### src/assert_macros.svh
`ifndef ASSERT_MACROS_SVH
`define ASSERT_MACROS_SVH

// Property that must hold on every rising clock edge outside reset.
`define MIC_ASSERT(lbl, clk, rst_n, prop, msg) \
	lbl: assert property (@(posedge clk) disable iff (!rst_n) prop) \
		else $error(msg);

// Condition that must never be true outside reset.
`define MIC_ASSERT_NEVER(lbl, clk, rst_n, cond, msg) \
	`MIC_ASSERT(lbl, clk, rst_n, !(cond), msg)

`endif

### src/mic_pkg.sv
`default_nettype none

package mic_pkg;

	localparam int WORD_W             = 64;
	localparam int SLOT_W             = 12;
	localparam int IDXB_W             = 4;
	localparam int EPOCH_W            = 8;
	localparam int MAX_INDEX_BITS_DEF = 12;
	localparam int CFG_IDX_W          = 2;

	localparam int IN_USED_W   = 2 * WORD_W + SLOT_W;
	localparam int IN_TDATA_W  = ((IN_USED_W + 7) / 8) * 8;
	localparam int OUT_USED_W  = SLOT_W + 2 + WORD_W + 1;
	localparam int OUT_TDATA_W = ((OUT_USED_W + 7) / 8) * 8;

	localparam logic [CFG_IDX_W-1:0] REG_MAGIC      = CFG_IDX_W'(0);
	localparam logic [CFG_IDX_W-1:0] REG_INDEX_BITS = CFG_IDX_W'(1);

	localparam logic [IDXB_W-1:0] INDEX_BITS_RST = IDXB_W'(12);

	localparam logic CMD_INSERT = 1'b0;
	localparam logic CMD_READ   = 1'b1;

	typedef enum logic [2:0] {
		ST_CLEAR,
		ST_IDLE,
		ST_MUL,
		ST_LOOK,
		ST_RESOLVE
	} st_t;

	typedef struct packed {
		logic              cmd;
		logic [WORD_W-1:0] occupancy;
		logic [WORD_W-1:0] attack;
		logic              last;
		logic [SLOT_W-1:0] read_index;
	} item_t;

	typedef struct packed {
		logic [SLOT_W-1:0] slot_index;
		logic              collision;
		logic              run_done;
		logic              run_ok;
		logic [WORD_W-1:0] read_data;
		logic              read_valid;
	} res_t;

endpackage

`default_nettype wire

### src/mic_hash.sv
`default_nettype none

module mic_hash import mic_pkg::*; #(
	parameter int MaxIndexBits = MAX_INDEX_BITS_DEF
) (
	input  wire logic                    clk,
	input  wire logic                    arst_n,
	input  wire logic                    en,
	input  wire logic [WORD_W-1:0]       occupancy,
	input  wire logic [WORD_W-1:0]       magic,
	input  wire logic [IDXB_W-1:0]       index_bits,
	output logic      [MaxIndexBits-1:0] index
);

	localparam int KCLOG = $clog2(MaxIndexBits + 1);
	localparam int KW    = (KCLOG > IDXB_W) ? KCLOG : IDXB_W;
	localparam int HW    = WORD_W / 2;

	logic [KW-1:0]           k_raw;
	logic [KW-1:0]           k_eff;
	logic [KW-1:0]           sh_d;
	logic [WORD_W-1:0]       ll_d;
	logic [HW-1:0]           lh_d;
	logic [HW-1:0]           hl_d;

	logic                    vld_s1;
	logic [WORD_W-1:0]       ll_s1;
	logic [HW-1:0]           lh_s1;
	logic [HW-1:0]           hl_s1;
	logic [KW-1:0]           sh_s1;

	logic [HW-1:0]           hi_sum;
	logic [WORD_W-1:0]       prod;
	logic [MaxIndexBits-1:0] top_bits;
	logic [MaxIndexBits-1:0] index_s2;

	always_comb begin
		k_raw = KW'(index_bits);
		k_eff = k_raw;
		if (k_raw == '0) begin
			k_eff = KW'(1);
		end else if (k_raw > KW'(MaxIndexBits)) begin
			k_eff = KW'(MaxIndexBits);
		end
		sh_d = KW'(MaxIndexBits) - k_eff;
	end

	assign ll_d = {HW'(0), occupancy[HW-1:0]} * {HW'(0), magic[HW-1:0]};
	assign lh_d = occupancy[HW-1:0] * magic[WORD_W-1:HW];
	assign hl_d = occupancy[WORD_W-1:HW] * magic[HW-1:0];

	always_ff @(posedge clk or negedge arst_n) begin
		if (!arst_n) begin
			vld_s1 <= 1'b0;
		end else begin
			vld_s1 <= en;
		end
	end

	always_ff @(posedge clk) begin
		if (en) begin
			ll_s1 <= ll_d;
			lh_s1 <= lh_d;
			hl_s1 <= hl_d;
			sh_s1 <= sh_d;
		end
		if (vld_s1) begin
			index_s2 <= top_bits >> sh_s1;
		end
	end

	assign hi_sum   = ll_s1[WORD_W-1:HW] + lh_s1 + hl_s1;
	assign prod     = {hi_sum, ll_s1[HW-1:0]};
	assign top_bits = prod[WORD_W-1 -: MaxIndexBits];
	assign index    = index_s2;

endmodule

`default_nettype wire

### config.mk
export PLATFORM = sky130hd
export DESIGN_NAME = mic_hash
export DESIGN_NICKNAME = d
export VERILOG_FILES = /design/src/assert_macros.svh /design/src/mic_pkg.sv /design/src/mic_hash.sv
export SDC_FILE = /design/constraint.sdc
export NUM_CORES = 2
export LEC_CHECK = 0
export ABC_AREA = 1
export ABC_CLOCK_PERIOD_IN_PS = 3600
export CAP_MARGIN = 0
export CORE_MARGIN = 4
export CORE_UTILIZATION = 40
export CTS_BUF_LIST = sky130_fd_sc_hd__clkbuf_2 sky130_fd_sc_hd__clkbuf_4 sky130_fd_sc_hd__clkbuf_8
export DETAILED_ROUTE_END_ITERATION = 6
export DONT_BUFFER_PORTS = 1
export GPL_TIMING_DRIVEN = 0
export SETUP_SLACK_MARGIN = 0.15
export SYNTH_ARGS = -nofsm -noshare
export SYNTH_HDL_FRONTEND = slang
export SYNTH_SLANG_ARGS = --single-unit
### constraint.sdc
create_clock -name clk -period 3.6 [get_ports clk]
set_clock_uncertainty 0.15 [all_clocks]
set_input_delay 0.72 -clock clk [delete_from_list [all_inputs] [get_ports clk]]
set_output_delay 0.72 -clock clk [all_outputs]
set_load 0.02 [all_outputs]
==> out/results.txt <==
Run status -> finished, violations left
Failing checks -> DRC, setup timing
Avg WL per Cell -> 27.5 um
Vias/cell -> 5.24
Global-route wire length before repair -> 482000 um
DRT iter0 DRCs -> 6435
Final setup fails -> 85
Final #Nets -> 12.3k
Gate Count Post-Synth -> 9475
Syn Nets -> 11.9k
Worst-Skew Late Latency -> 0.46 ns
Die Y -> 437 um
Initial core utilization -> 0.402
Max-Cap Viols -> 0
I/O Pins -> 147
WP data arrival -> 7.35 ns
H-tree levels -> 4
CP Data Required Time -> 3.67 ns
Routed WL -> 341000 um
RSZ-0062 raised after global routing -> yes
Core area -> 183000 um^2
DRC -> 3
Row count -> 157
Vias in the first global route -> 67.6k
PortBufs -> 0
Synthesized flop and latch total -> 113
HPWL Detailed -> 272000 um
GP Congestion -> 1.06
Critical path type -> in -> reg
Final setup margin -> -3.68 ns
Slew Viols, Final -> 0
Synth Cell Area -> 73600 um^2
DR vias -> 64.8k
Fillers -> 17.7k
Drt first pass iters -> 7
Min Tclk post-route -> 7.28 ns
Max-slew headroom -> 0.0730
Die ar. -> 191000 um^2
Clock slew at reported path FFs -> 0.08 ns
Setup TNS -> -254.88 ns
Worst hold path type -> in -> reg
Cell taking the most area after synthesis -> fa_1
Final Hold Viols -> 0
Fraction of layout cells with a size suffix above 1 -> 0.166
Largest net degree at the start of global routing -> 102
Top post-synthesis cells by area -> fa_1, inv_1, nand2_1
Synth cell types -> 48
Post-synth top area share -> 0.474
Initial antenna violation count -> 32
Max Clk Rate -> 137 MHz
DIE WIDTH -> 437 um
CP Max Fanout -> 10
Synth Area per Inst -> 7.77 um^2
Period utilization -> 2.02
Gr usage total -> 0.357
Synth warn -> 0
Grt ovf -> 0
Area of the multi-input gates -> 61000 um^2
CTS sink count -> 113
Storage cell area -> 3390 um^2
Number of antenna-violating nets in the routed design -> 0
Clk root buf -> clkbuf_8
CTS tree -> built
Setup crit end kind -> register
Post-synthesis sequential area ratio -> 0.0461
CTS Buffer Depth -> 2
CP Launch Type -> input port
Tightest Pin Transition -> 1.39 ns
TritonCTS Buffers -> 17
Area delta synth->final -> 22.8%
==> synthesized netlist by cell type, drive strengths merged <==
cell type / number
xor2: 81
buf: 144
o21ai: 111
a21o: 16
o221a: 2
o211ai: 3
o22ai: 1
fa: 1741
a21oi: 190
a21boi: 4
o2111ai: 1
nand2b: 1
or2: 5
a31oi: 31
and3: 6
inv: 3029
o21a: 6
nor4: 12
ha: 537
nand3b: 15
a221oi: 3
nand4: 18
nor3: 24
a211oi: 5
clkbuf: 311
dfrtp: 1
o21bai: 8
nor2: 201
xnor2: 75
nand2: 2618
edfxtp: 112
nand3: 163
==> cells by family (layout without fill, tap and decap cells) <==
group                    Yosys count  count (layout)  synth area share
other                              0              17                 0
XOR/XNOR                         156             156            0.0188
buffers and inverters           3484            3911             0.179
AO/OA/AOI/OAI                    381             381            0.0285
adder cells (fa/ha/maj)         2278            2278             0.565
AND/OR/NAND/NOR                 3063            3063             0.163
flip-flops                       113             113            0.0461
==> per-layer routing <==
metal / global-route usage / part of all wire / vias up
met5: 0 / 0.00023 / -
met4: 0.230 / 0.091 / 10
met3: 0.101 / 0.12 / 931
met2: 0.546 / 0.43 / 3610
met1: 0.444 / 0.36 / 33009
li1: - / - / 27272
==> cells in the final DEF, fill, tap and decap left out, types with 34 or more instances in the layout <==
| cell type | n |
|---|---|
| xor2_1 | 51 |
| clkbuf_16 | 134 |
| inv_1 | 2926 |
| buf_8 | 40 |
| nor2_1 | 138 |
| fa_1 | 1612 |
| edfxtp_1 | 112 |
| clkbuf_8 | 75 |
| inv_2 | 102 |
| clkbuf_2 | 47 |
| nand2_1 | 2467 |
| a21oi_2 | 66 |
| xnor2_1 | 62 |
| buf_6 | 57 |
| ha_1 | 431 |
| nand2_4 | 54 |
| nand3_1 | 145 |
| buf_4 | 327 |
| nor2_2 | 34 |
| a21oi_1 | 102 |
| ha_4 | 91 |
| buf_12 | 98 |
| o21ai_0 | 54 |
| nand2_2 | 97 |
| fa_2 | 129 |
==> path summary, 6_finish.rpt <==
kind                                            to                 from  slack, ns  depth (start not counted)
max                            ll_s1[57]$_DFFE_PP_         occupancy[1]      -3.68                         22
min                            lh_s1[28]$_DFFE_PP_                   en       0.25                          0
max reg2reg                     index[2]$_DFFE_PP_  lh_s1[23]$_DFFE_PP_       0.29                         14
min reg2reg                index[11]$_SDFFCE_PP0P_   sh_s1[0]$_DFFE_PP_       0.62                          3
max in group asynchronous         vld_s1$_DFF_PN0_               arst_n       2.89                          1
min in group asynchronous         vld_s1$_DFF_PN0_               arst_n       0.31                          1
==> sequential cells by signal, indices dropped and copies added (netlist names) <==
register / flops
vld_s1: 1
sh_s1: 4
lh_s1: 32
hl_s1: 32
ll_s1: 32
index: 12
==> what timing repair did <==
item                                   4_1_cts  5_1_grt
gates resized for setup                    889      469
setup endpoints to repair                   90       98
endpoints found under the hold margin        1        0
pin swaps                                  211      305
buffers inserted                           291       95
cloned                                       9        0
hold buffers                                 1        0
==> layout make-up <==
cell class,instances,area share
tap,2464,0.0341
inverter,3029,0.126
multi-input combinational,5878,0.675
clock inverter,15,0.00179
timing repair buffer,396,0.0419
sequential,113,0.0375
clock buffer,17,0.00259
antenna,17,0.000471
buffer,454,0.0808
==> through the flow <==
stage	util	hold WS, ns	instances	setup slack, ns	cell area, um^2
CTS	0.480	0.173	12272	-3.55	87900
detailed placement	0.440	0.274	11939	-5.72	80500
global placement	0.439	0.274	11939	-5.81	80500
global route	0.493	0.199	12369	-3.74	90300
floorplan	-	0.274	9475	-3.28	77400
finish	0.493	0.252	12383	-3.68	90300
==> critical path, stage by stage <==
cell	delay, ns
buf_6	0.16
clkbuf_8	0.30
nand2_1	0.18
fa_1	0.51
fa_1	0.51
inv_1	0.08
fa_2	0.62
fa_1	0.48
fa_2	0.56
fa_1	0.43
fa_1	0.46
fa_1	0.68
ha_4	0.46
nand2_4	0.10
nor2_4	0.11
inv_1	0.10
nor2_2	0.11
nand3_1	0.13
nand3b_1	0.19
or2_1	0.26
nand3_1	0.09
nand2_1	0.05
Power is left out: the tool's default activity adds up to more than one toggle a clock period on the data nets, which glitch-free logic cannot reach.
